==> config.mk <==
export PLATFORM = sky130hd
export DESIGN_NAME = utf8_text_validator_core
export DESIGN_NICKNAME = d
export VERILOG_FILES = /design/src/utf8v_pkg.sv /design/src/utf8v_step.sv /design/src/utf8_text_validator_core.sv
export SDC_FILE = /design/constraint.sdc
export NUM_CORES = 1
export LEC_CHECK = 0
export ABC_AREA = 1
export ABC_CLOCK_PERIOD_IN_PS = 1600
export BUFFER_PORTS_ARGS = -buffer_cell sky130_fd_sc_hd__buf_2
export CAP_MARGIN = 0
export CORE_ASPECT_RATIO = 0.9
export CORE_MARGIN = 4
export CORE_UTILIZATION = 50
export CTS_CLUSTER_SIZE = 12
export DETAILED_ROUTE_END_ITERATION = 10
export PLACE_DENSITY = 0.74
export SLEW_MARGIN = 0
export SYNTH_ARGS = -nofsm -noshare
export SYNTH_HDL_FRONTEND = slang
export SYNTH_SLANG_ARGS = --single-unit
==> constraint.sdc <==
create_clock -name clk -period 1.6 [get_ports clk]
set_input_delay 0.4 -clock clk [delete_from_list [all_inputs] [get_ports clk]]
set_output_delay 0.4 -clock clk [all_outputs]
set_load 0.05 [all_outputs]
==> src/utf8v_pkg.sv <==
// ----------------------------------------------------------------------------
// UTF-8 validator package
// Shared types and byte constants for the strict UTF-8 string checker.
// ----------------------------------------------------------------------------
package utf8v_pkg;

  localparam int unsigned ByteW = 8;

  localparam logic [ByteW-1:0] BYTE_SPACE    = 8'h20;
  localparam logic [ByteW-1:0] BYTE_DEL      = 8'h7F;
  localparam logic [ByteW-1:0] BYTE_ASCII_HI = 8'h7F;
  localparam logic [ByteW-1:0] BYTE_CONT_LO  = 8'h80;
  localparam logic [ByteW-1:0] BYTE_CONT_HI  = 8'hBF;
  localparam logic [ByteW-1:0] BYTE_8F       = 8'h8F;
  localparam logic [ByteW-1:0] BYTE_90       = 8'h90;
  localparam logic [ByteW-1:0] BYTE_9F       = 8'h9F;
  localparam logic [ByteW-1:0] BYTE_A0       = 8'hA0;
  localparam logic [ByteW-1:0] LEAD2_LO      = 8'hC2;
  localparam logic [ByteW-1:0] LEAD2_HI      = 8'hDF;
  localparam logic [ByteW-1:0] LEAD3_LO      = 8'hE0;
  localparam logic [ByteW-1:0] LEAD3_SURR    = 8'hED;
  localparam logic [ByteW-1:0] LEAD3_HI      = 8'hEF;
  localparam logic [ByteW-1:0] LEAD4_LO      = 8'hF0;
  localparam logic [ByteW-1:0] LEAD4_HI      = 8'hF4;

  // Allowed range of the next continuation byte.
  typedef enum logic [2:0] {
    RNG_ANY = 3'd0,  // 80..BF
    RNG_E0  = 3'd1,  // A0..BF
    RNG_ED  = 3'd2,  // 80..9F
    RNG_F0  = 3'd3,  // 90..BF
    RNG_F4  = 3'd4,  // 80..8F
    RNG_C2  = 3'd5   // A0..BF
  } rng_t;

  typedef struct packed {
    logic [1:0] cont_left;
    rng_t       rng;
    logic       failed;
  } chk_state_t;

  localparam chk_state_t STATE_IDLE = '{cont_left: 2'd0, rng: RNG_ANY, failed: 1'b0};

endpackage

==> src/utf8v_step.sv <==
// ----------------------------------------------------------------------------
// UTF-8 validator step logic
// Computes the checker state after one byte and the verdict for a final byte.
// ----------------------------------------------------------------------------
module utf8v_step (
  input  utf8v_pkg::chk_state_t      state_i,
  input  logic [utf8v_pkg::ByteW-1:0] byte_i,
  input  logic                       final_i,
  output utf8v_pkg::chk_state_t      state_o,
  output logic                       verdict_o
);

  logic                  cont_ok;
  utf8v_pkg::chk_state_t upd;

  always_comb begin
    unique case (state_i.rng)
      utf8v_pkg::RNG_E0: cont_ok = (byte_i >= utf8v_pkg::BYTE_A0) &&
                                   (byte_i <= utf8v_pkg::BYTE_CONT_HI);
      utf8v_pkg::RNG_ED: cont_ok = (byte_i >= utf8v_pkg::BYTE_CONT_LO) &&
                                   (byte_i <= utf8v_pkg::BYTE_9F);
      utf8v_pkg::RNG_F0: cont_ok = (byte_i >= utf8v_pkg::BYTE_90) &&
                                   (byte_i <= utf8v_pkg::BYTE_CONT_HI);
      utf8v_pkg::RNG_F4: cont_ok = (byte_i >= utf8v_pkg::BYTE_CONT_LO) &&
                                   (byte_i <= utf8v_pkg::BYTE_8F);
      utf8v_pkg::RNG_C2: cont_ok = (byte_i >= utf8v_pkg::BYTE_A0) &&
                                   (byte_i <= utf8v_pkg::BYTE_CONT_HI);
      default:           cont_ok = (byte_i >= utf8v_pkg::BYTE_CONT_LO) &&
                                   (byte_i <= utf8v_pkg::BYTE_CONT_HI);
    endcase
  end

  always_comb begin
    upd = state_i;
    if (state_i.failed) begin
      upd = state_i;
    end else if (state_i.cont_left != 2'd0) begin
      if (cont_ok) begin
        upd.cont_left = state_i.cont_left - 2'd1;
        upd.rng       = utf8v_pkg::RNG_ANY;
      end else begin
        upd.failed = 1'b1;
      end
    end else if (byte_i <= utf8v_pkg::BYTE_ASCII_HI) begin
      if ((byte_i < utf8v_pkg::BYTE_SPACE) || (byte_i == utf8v_pkg::BYTE_DEL)) begin
        upd.failed = 1'b1;
      end
    end else if ((byte_i >= utf8v_pkg::LEAD2_LO) && (byte_i <= utf8v_pkg::LEAD2_HI)) begin
      upd.cont_left = 2'd1;
      upd.rng = (byte_i == utf8v_pkg::LEAD2_LO) ? utf8v_pkg::RNG_C2 : utf8v_pkg::RNG_ANY;
    end else if ((byte_i >= utf8v_pkg::LEAD3_LO) && (byte_i <= utf8v_pkg::LEAD3_HI)) begin
      upd.cont_left = 2'd2;
      if (byte_i == utf8v_pkg::LEAD3_LO) begin
        upd.rng = utf8v_pkg::RNG_E0;
      end else if (byte_i == utf8v_pkg::LEAD3_SURR) begin
        upd.rng = utf8v_pkg::RNG_ED;
      end else begin
        upd.rng = utf8v_pkg::RNG_ANY;
      end
    end else if ((byte_i >= utf8v_pkg::LEAD4_LO) && (byte_i <= utf8v_pkg::LEAD4_HI)) begin
      upd.cont_left = 2'd3;
      if (byte_i == utf8v_pkg::LEAD4_LO) begin
        upd.rng = utf8v_pkg::RNG_F0;
      end else if (byte_i == utf8v_pkg::LEAD4_HI) begin
        upd.rng = utf8v_pkg::RNG_F4;
      end else begin
        upd.rng = utf8v_pkg::RNG_ANY;
      end
    end else begin
      upd.failed = 1'b1;
    end
  end

  assign verdict_o = !upd.failed && (upd.cont_left == 2'd0);
  assign state_o   = final_i ? utf8v_pkg::STATE_IDLE : upd;

endmodule

==> src/utf8_text_validator_core.sv <==
// ----------------------------------------------------------------------------
// UTF-8 text validator core
// Strict UTF-8 checker for a byte string with a final-byte flag.
// ----------------------------------------------------------------------------
// The block takes one byte beat per cycle and gives one verdict beat for each
// string. The verdict is loaded into the result register as the final byte
// leaves the input register, and out_valid rises from the result register in
// the cycle after that. The rate is set by the checker state update, a single
// pass of range compares between the input register and the state and result
// registers. A pending verdict holds back only final bytes; other bytes keep
// flowing.
module utf8_text_validator_core (
  input  logic       clk,
  input  logic       rst_n,
  input  logic       in_valid,
  output logic       in_ready,
  input  logic [7:0] in_text_byte,
  input  logic       in_final_byte,
  output logic       out_valid,
  input  logic       out_ready,
  output logic       out_string_valid
);

  logic                  s1_valid_r;
  logic [7:0]            s1_byte_r;
  logic                  s1_final_r;
  logic                  s1_adv;
  logic                  in_acc;
  utf8v_pkg::chk_state_t state_r;
  utf8v_pkg::chk_state_t state_nxt;
  logic                  verdict;
  logic                  out_valid_r;
  logic                  out_valid_nxt;
  logic                  out_string_valid_r;

  assign s1_adv   = s1_valid_r && (!s1_final_r || !out_valid_r || out_ready);
  assign in_ready = !s1_valid_r || s1_adv;
  assign in_acc   = in_valid && in_ready;

  always_ff @(posedge clk) begin
    if (!rst_n) begin
      s1_valid_r <= 1'b0;
    end else if (in_ready) begin
      s1_valid_r <= in_valid;
    end
  end

  always_ff @(posedge clk) begin
    if (in_acc) begin
      s1_byte_r  <= in_text_byte;
      s1_final_r <= in_final_byte;
    end
  end

  utf8v_step u_step (
    .state_i   (state_r),
    .byte_i    (s1_byte_r),
    .final_i   (s1_final_r),
    .state_o   (state_nxt),
    .verdict_o (verdict)
  );

  always_ff @(posedge clk) begin
    if (!rst_n) begin
      state_r <= utf8v_pkg::STATE_IDLE;
    end else if (s1_adv) begin
      state_r <= state_nxt;
    end
  end

  always_comb begin
    out_valid_nxt = out_valid_r;
    if (s1_adv && s1_final_r) begin
      out_valid_nxt = 1'b1;
    end else if (out_ready) begin
      out_valid_nxt = 1'b0;
    end
  end

  always_ff @(posedge clk) begin
    if (!rst_n) begin
      out_valid_r <= 1'b0;
    end else begin
      out_valid_r <= out_valid_nxt;
    end
  end

  always_ff @(posedge clk) begin
    if (s1_adv && s1_final_r) begin
      out_string_valid_r <= verdict;
    end
  end

  assign out_valid        = out_valid_r;
  assign out_string_valid = out_string_valid_r;

`ifndef NO_ASSERTIONS
  a_rng_needs_cont: assert property (@(posedge clk) disable iff (!rst_n)
    (state_r.rng != utf8v_pkg::RNG_ANY) |-> (state_r.cont_left != 2'd0))
    else $error("continuation range set with no continuation pending");

  a_fail_sticky: assert property (@(posedge clk) disable iff (!rst_n)
    (state_r.failed && !(s1_adv && s1_final_r)) |=> state_r.failed)
    else $error("failure flag cleared before the final byte");

  a_out_from_final: assert property (@(posedge clk) disable iff (!rst_n)
    (!out_valid_r && !(s1_adv && s1_final_r)) |=> !out_valid_r)
    else $error("verdict beat without a final byte");

  a_final_clears: assert property (@(posedge clk) disable iff (!rst_n)
    (s1_adv && s1_final_r) |=> (state_r == utf8v_pkg::STATE_IDLE))
    else $error("state not cleared after the final byte");
`endif

endmodule

Yosys cells after proc, flatten, opt, wreduce, memory -nomap -nowiden
Index checks and enable logic that the tools add are counted.
{ "word_totals": {"regBits": 18, "output_inout_bits": 3, "word_cells": 85} }
{ "op_classes": {"add_sub_neg": 1, "order_cmp": 14, "eq_ne": 14, "mux": 22, "n_reduce_logical": 26} }
{ "ops": {"columns": ["operator", "n"], "rows": [
  ["greater-or-equal comparator 8 bit (second input constant)", 6],
  ["<= comparator 8 bit (second input constant)", 6],
  ["== test 8 bit (second input constant)", 5],
  ["2-to-1 mux 5 bit", 5],
  ["2-to-1 mux 6 bit", 3],
  ["logical AND 1 bit", 12],
  ["2-to-1 mux 3 bit", 4],
  ["== test 8 x 7 -> 1 bit (second input constant)", 1],
  ["<= comparator 8 x 7 -> 1 bit (second input constant)", 1],
  ["< comparator 8 x 6 -> 1 bit (second input constant)", 1],
  ["2-to-1 mux 1 bit", 8],
  ["== test 3 x 2 -> 1 bit (second input constant)", 2],
  ["== test 3 bit (second input constant)", 2],
  ["!= test 3 x 2 -> 1 bit (second input constant)", 2],
  ["AND reduction 5 bit", 1],
  ["nonzero test 5 bit", 1],
  ["logical NOT 1 bit", 4],
  ["logical OR 1 bit", 4],
  ["one-hot mux 1 bit (4 select lines)", 1],
  ["nonzero test 2 bit", 2],
  ["== test 3 x 1 -> 1 bit (second input constant)", 1],
  ["logical NOT 2 bit", 1],
  ["2-to-1 mux 2 bit", 1],
  ["!= test 2 bit (second input constant)", 1],
  ["other kinds (2)", 2]
]} }

Longest topological paths before layout
{ "logic_depth": {"ltp_word": 11, "mapped_depth": 12} }

Modules after synthesis
A second synthesis with hierarchy kept.
{ "unflattened": {"hier_cells": 179, "hier_area_um2": 1251.2} }
{ "by_module_without_submodules": {"columns": ["module", "instances", "cells_per_inst", "area_per_inst_um2", "seq_area_each_um2"], "rows": [
  ["utf8_text_validator_core", 1, 64, 700.7, 460.4],
  ["utf8v_step", 1, 115, 550.5, 0.0]
]} }

Worst setup path before layout
Ideal clock, no wire load.
{ "synth_path": {"kind": "register -> register", "from": "register out_valid_r, in the netlist out_valid", "to": "register s1_byte_r[0], enable pin", "setup_time_ps": 280, "arrival_ps": 1637, "required_ps": 1320, "slack_ps": -317, "path_stages_with_launch": 6, "n_path_buf": 0, "path_cell_list": "dfxtp_1 -> inv_1 -> nor2_1 -> nand3_1 -> nand2_1 -> inv_1"} }
{ "synth_via": {"elab_chain_len": 6} }
{ "synth_rtl": {"columns": ["element", "line_no", "text"], "rows": [
  ["start, declared", "utf8_text_validator_core.sv:32", "logic out_valid_r;"],
  ["start signal, assigned", "utf8_text_validator_core.sv:84", "out_valid_r <= out_valid_nxt;"],
  ["logical NOT 1 bit", "utf8_text_validator_core.sv:36", "assign s1_adv = s1_valid_r && (!s1_final_r || !out_valid_r || out_ready);"],
  ["logical OR 1 bit (2 in series)", "utf8_text_validator_core.sv:36", null],
  ["logical AND 1 bit", "utf8_text_validator_core.sv:36", null],
  ["logical OR 1 bit", "utf8_text_validator_core.sv:37", "assign in_ready = !s1_valid_r || s1_adv;"],
  ["named net in_ready", "utf8_text_validator_core.sv:16", "output logic in_ready,"],
  ["logical AND 1 bit", "utf8_text_validator_core.sv:38", "assign in_acc = in_valid && in_ready;"],
  ["named net in_acc", "utf8_text_validator_core.sv:28", "logic in_acc;"],
  ["end signal, assigned", "utf8_text_validator_core.sv:50", "s1_byte_r <= in_text_byte;"],
  ["end, declared", "utf8_text_validator_core.sv:25", "logic [7:0] s1_byte_r;"]
]} }
The timed path passes the listed nets, and every way through them passes these cells.
A chain may end at the register's enable or synchronous reset.

Worst setup path after layout
{ "layout_path": {"from": "register s1_byte_r[6]", "to": "register out_string_valid_r, in the netlist out_string_valid, data pin"} }
{ "layout_via": {"elab_chain_len": 10} }
{ "layout_rtl": {"columns": ["element", "line_no", "text"], "rows": [
  ["greater-or-equal comparator 8 bit / <= comparator 8 bit (equally long branches)", "utf8v_step.sv:60", "end else if ((byte_i >= utf8v_pkg::LEAD4_LO) && (byte_i <= utf8v_pkg::LEAD4_HI)) begin"],
  ["logical AND 1 bit", "utf8v_step.sv:60", null],
  ["2-to-1 mux 5 bit / 2-to-1 mux 1 bit (equally long branches)", "utf8v_step.sv:60", null],
  ["2-to-1 mux 5 bit / 2-to-1 mux 1 bit (equally long branches)", "utf8v_step.sv:51", "end else if ((byte_i >= utf8v_pkg::LEAD3_LO) && (byte_i <= utf8v_pkg::LEAD3_HI)) begin"],
  ["2-to-1 mux 5 bit / 2-to-1 mux 1 bit (equally long branches)", "utf8v_step.sv:48", "end else if ((byte_i >= utf8v_pkg::LEAD2_LO) && (byte_i <= utf8v_pkg::LEAD2_HI)) begin"],
  ["2-to-1 mux 5 bit / 2-to-1 mux 1 bit (equally long branches)", "utf8v_step.sv:44", "end else if (byte_i <= utf8v_pkg::BYTE_ASCII_HI) begin"],
  ["2-to-1 mux 6 bit (*)", "utf8v_step.sv:37", "end else if (state_i.cont_left != 2'd0) begin"],
  ["2-to-1 mux 6 bit (*)", "utf8v_step.sv:35", "if (state_i.failed) begin"],
  ["logical NOT 2 bit / logical NOT 1 bit (equally long branches)", "utf8v_step.sv:74", "assign verdict_o = !upd.failed && (upd.cont_left == 2'd0);"],
  ["logical AND 1 bit (*)", "utf8v_step.sv:74", null],
  ["named net u_step.verdict_o", "utf8v_step.sv:10", "output logic verdict_o"],
  ["end signal, assigned", "utf8_text_validator_core.sv:90", "out_string_valid_r <= verdict;"],
  ["end, declared", "utf8_text_validator_core.sv:34", "logic out_string_valid_r;"]
]} }
The timed path passes the listed nets; every way through them passes the cells marked *. The select of a mux whose other input is x is not followed.

==> impl_results.md <==
* Synthesized flop and latch total at 18
* DR pass1 iterations at 4
* Later-pin clock latency in the skew report at around 0.29 ns
* RR Startpoint: s1_byte_r[6]
* Post-route DRC at 0
* Total number of H-tree levels at 1
* Synth cell types at 25
* Required arrival time at the worst endpoint at around 1.7 ns
* Global Route Usage Sum at roughly 20%
* Number of rows created at floorplan at 15
* Transition time at the pin with the least slew margin at about 0.35 ns
* Area occupied by multi-input gates at roughly 670 um^2
* Part of the Yosys area used for sequential elements at between 40% and 50%
* Worst Hold End: s1_byte_r[3]
* Time the final worst path needs with I/O delays and setup at between 1.5 and 2 ns
* Number of violations reported at the end of detailed-routing iteration 0 at 38
* Share of the clock period used by the worst path after layout at 104.8%
* Post-detail-place hpwl at 1.989 mm
* Post-synth EDFFs at 10
* Most frequent CP cell: sky130_fd_sc_hd__nand2_1
* Violations in the final reports: setup timing
* Pin count of the biggest net entering global routing at 11
* Most frequently used flop master after synthesis: sky130_fd_sc_hd__edfxtp_1
* Storage cell area at between 400 and 500 um^2
* Share of flip-flops with an asynchronous set or reset at 0%
* Mean routed wirelength per cell at roughly 14 um
* Fraction of layout instances using a drive strength above 1 at 41.44%
* Total detailed-routing wirelength at roughly 2.8 mm
* Final Hold Vio Count at 0
* Die Outline Area at approximately 3000 um^2
* Relative area change from synthesis to final layout at 38.89%
* Die Ht at 52.11 um
* Final worst slack at -0.07746 ns
* Most used standard cells in the synthesized netlist: sky130_fd_sc_hd__nand2_1, sky130_fd_sc_hd__inv_1, sky130_fd_sc_hd__nand3_1
* Setup CP Type: reg -> reg
* Unrepaired setup endpoints after global routing: yes
* Rel. slew slack at between 70% and 80%
* R2r setup slk at -0.08 ns
* Post-Syn Area at 1081 um^2
* Net count reported at finish at between 150 and 200
* Reported leakage power at between 0.6 and 0.7 nW
* Worst clock skew on the final layout at about 0.0008 ns
* Hold Path Origin: in_text_byte[3]
* Total grt overflow at 0
* Worst reg-to-reg path cell count at 11
* Pwr Total at slightly above 1 mW
* Starting density of the core at 54.34%
* P per Cell Area at 673.7 nW/um^2
* Antenna violations before repair at 0
* Count of clock tree sinks at 18
* Gp weighted congestion at 0.8888
* Die Width at approximately 57 um
* Clock tree from TritonCTS: yes
* Endpoint of the most critical register-to-register path: out_string_valid
* Most common cell in the synthesized netlist: sky130_fd_sc_hd__nand2_1
* Count of buffers inserted at the top-level ports at 15
* Kind of start point of the critical path: flop
* Number of global-route vias before repair at ~1100
* Finished Cell Area at between 1500 and 2000 um^2
* Total of fill cells in the finished design at between 150 and 200
* Bufs and invs on worst path at 0
* TritonCTS Buffers at 3
* Series of cell instances along the critical path: or2_4 > nand3_2 > nand3_2 > nand2_4 > nand2_2 > nand2_1 > nand3_1 > nand2_1 > nand2_1 > nand2_1 > a21oi_1
* Global-route wire length before repair at between 4 and 5 mm
* Status: finished, violations left
* Post-synthesis area per instance at ~7.6 um^2
* Largest voltage drop on the vdd net at 0.6204 mV
* Cell at the root of the clock tree: sky130_fd_sc_hd__clkbuf_4
* Number of warning messages in the yosys log at 0
* Max capacitance violation total at 0
* Standard cell core area at roughly 2000 um^2
* Cell with the biggest individual delay on the critical path: sky130_fd_sc_hd__edfxtp_1
* Worst hold path depth at 1
* Crit path arrival time at roughly 1.7 ns
* Cell type group with the largest total delay on the critical path: simple AND/OR/NAND/NOR gates
* Max FO, Critical Path at 4
* Cell types occupying the most area after synthesis: sky130_fd_sc_hd__edfxtp_1, sky130_fd_sc_hd__dfxtp_1, sky130_fd_sc_hd__nand2_1, sky130_fd_sc_hd__nand3_1, sky130_fd_sc_hd__inv_1
* Post-synthesis cell type with the largest combined area: sky130_fd_sc_hd__edfxtp_1
* Clock Path Buffers at 2
* Number of buffers inserted by hold repair at cts at 0
* CP max stage delay at 0.45 ns
* Worst hold path class: in -> reg
* I/O pin total at 16
* Total of endpoints with negative setup slack in the final report at 5
* Diode count at 0
* Max-slew violation count at 0
* Tightest hold margin at approximately 0.27 ns
* Kind of end point of the critical path: flop
* Clock transition time at the flip-flop clock pins of the worst setup and hold paths at approximately 0.1 ns
* Post-Place Setup Slack at -0.06622 ns
* Placed instance area at about 1300 um^2
* Routed vias at ~1100
* Ratio of routed vias to standard cells at around 5.5
* Timing-limited maximum frequency at roughly 0.6 GHz
* Antenna-violating nets left at 0
* Post-synth net total at between 150 and 200
* Area fraction of the dominant cell type after synthesis at 27.78%
* Post-synthesis instance total at around 140
==> registers in the layout, indices dropped and copies added (netlist names) <==
| register | count |
|---|---|
| s1_byte_r | 8 |
| state_r | 6 |
| out_string_valid | 1 |
| out_valid | 1 |
| s1_final_r | 1 |
| s1_valid_r | 1 |
==> worst max-delay path by stage <==
stage	slack [ns]	endpoint	cells past startpoint	startpoint
4_1_cts	-0.03	out_string_valid	10	s1_byte_r[6]
2_1_floorplan	0.01	out_string_valid	10	s1_byte_r[4]
5_1_grt	-0.20	out_string_valid	11	s1_byte_r[5]
6_report	-0.08	out_string_valid	11	s1_byte_r[6]
3_3_place_gp	-0.04	out_string_valid	10	s1_byte_r[4]
3_5_place_dp	-0.07	out_string_valid	9	s1_byte_r[6]
==> layout by cell type (no fill, tap or decap) <==
cell type,netlist,final
sky130_fd_sc_hd__ha_1,1,1
sky130_fd_sc_hd__o211ai_1,1,1
sky130_fd_sc_hd__nand3_1,19,12
sky130_fd_sc_hd__nor2_1,12,11
sky130_fd_sc_hd__nor3_2,0,1
sky130_fd_sc_hd__dfxtp_2,0,1
sky130_fd_sc_hd__nand4_4,1,1
sky130_fd_sc_hd__edfxtp_1,10,10
sky130_fd_sc_hd__nand4_1,2,2
sky130_fd_sc_hd__buf_4,0,17
sky130_fd_sc_hd__buf_2,0,15
sky130_fd_sc_hd__o21ai_1,0,2
sky130_fd_sc_hd__a21oi_1,13,6
sky130_fd_sc_hd__o21ai_0,6,4
sky130_fd_sc_hd__a21oi_4,0,1
sky130_fd_sc_hd__and2_4,1,1
sky130_fd_sc_hd__nand2_4,1,3
sky130_fd_sc_hd__clkinv_1,0,1
sky130_fd_sc_hd__nand2_2,2,4
sky130_fd_sc_hd__dfxtp_1,8,7
sky130_fd_sc_hd__nor4_1,3,1
sky130_fd_sc_hd__a21oi_2,0,6
sky130_fd_sc_hd__nand3_2,2,7
sky130_fd_sc_hd__nor2_2,2,1
sky130_fd_sc_hd__nor2_4,1,3
sky130_fd_sc_hd__inv_2,2,3
sky130_fd_sc_hd__or2_4,0,1
sky130_fd_sc_hd__nand2_1,29,25
sky130_fd_sc_hd__and3_1,1,1
sky130_fd_sc_hd__inv_1,21,20
sky130_fd_sc_hd__clkbuf_4,0,3
sky130_fd_sc_hd__o211ai_2,1,1
sky130_fd_sc_hd__buf_6,0,2
sky130_fd_sc_hd__nor3_1,2,1
sky130_fd_sc_hd__a31oi_1,1,1
sky130_fd_sc_hd__nor4_2,0,2
sky130_fd_sc_hd__nand3_4,0,2
==> cells by family (layout without fill, tap and decap cells) <==
kind of cell               Yosys count  in the layout  synth area share (%)
and+or+nand+nor                     79             79                 37.04
buffers and inverters               23             61                 7.987
AOI/OAI and AO/OA                   22             22                 11.23
DFF                                 18             18                 42.59
adders and majority gates            1              1                 1.157
==> through the flow <==
| step | std cells | util, % | setup TNS (ns) |
|---|---|---|---|
| after detailed placement | 198 | 65.66 | -0.1122 |
| after global routing | 206 | 75.47 | -1.068 |
| final | 206 | 75.47 | -0.2763 |
| after CTS | 203 | 69.25 | -0.09344 |
| after global placement | 198 | 65.66 | -0.04337 |
| after floorplan | 143 | - | 0 |
==> cell type report <==
cell class              instances  area share [%]
clock buffers                   3           1.500
clock inverters                 1          0.2500
inverters                      23           5.750
multi-input cells             102           44.67
flip-flops and latches         18           30.75
well taps                      25           2.083
repair buffers                 34           15.00
==> timing repair <==
action                                  CTS  global route
endpoints found under the setup margin    5             8
setup buffers                             1             3
endpoints found under the hold margin     0             0
pin swaps                                 7            12
resized for setup                        10            24
==> power breakdown <==
| part | internal, mW | switching, mW | leakage, nW | total (mW) |
|---|---|---|---|---|
| Sequential | 0.515 | 0.0221 | 0.163 | 0.537 |
| Combinational | 0.103 | 0.144 | 0.506 | 0.247 |
| Clock | 0.0908 | 0.136 | 0.0154 | 0.227 |
==> routing by layer <==
metal / vias up / GRT usage, % / share of wire, %
met3: 15 / 3.722 / 4.5
li1: 559 / - / -
met4: 0 / 11.20 / 3.3
met2: 38 / 34.79 / 46
met5: - / 0 / 0
met1: 522 / 24.57 / 46
(Power assumes the default switching activity.)
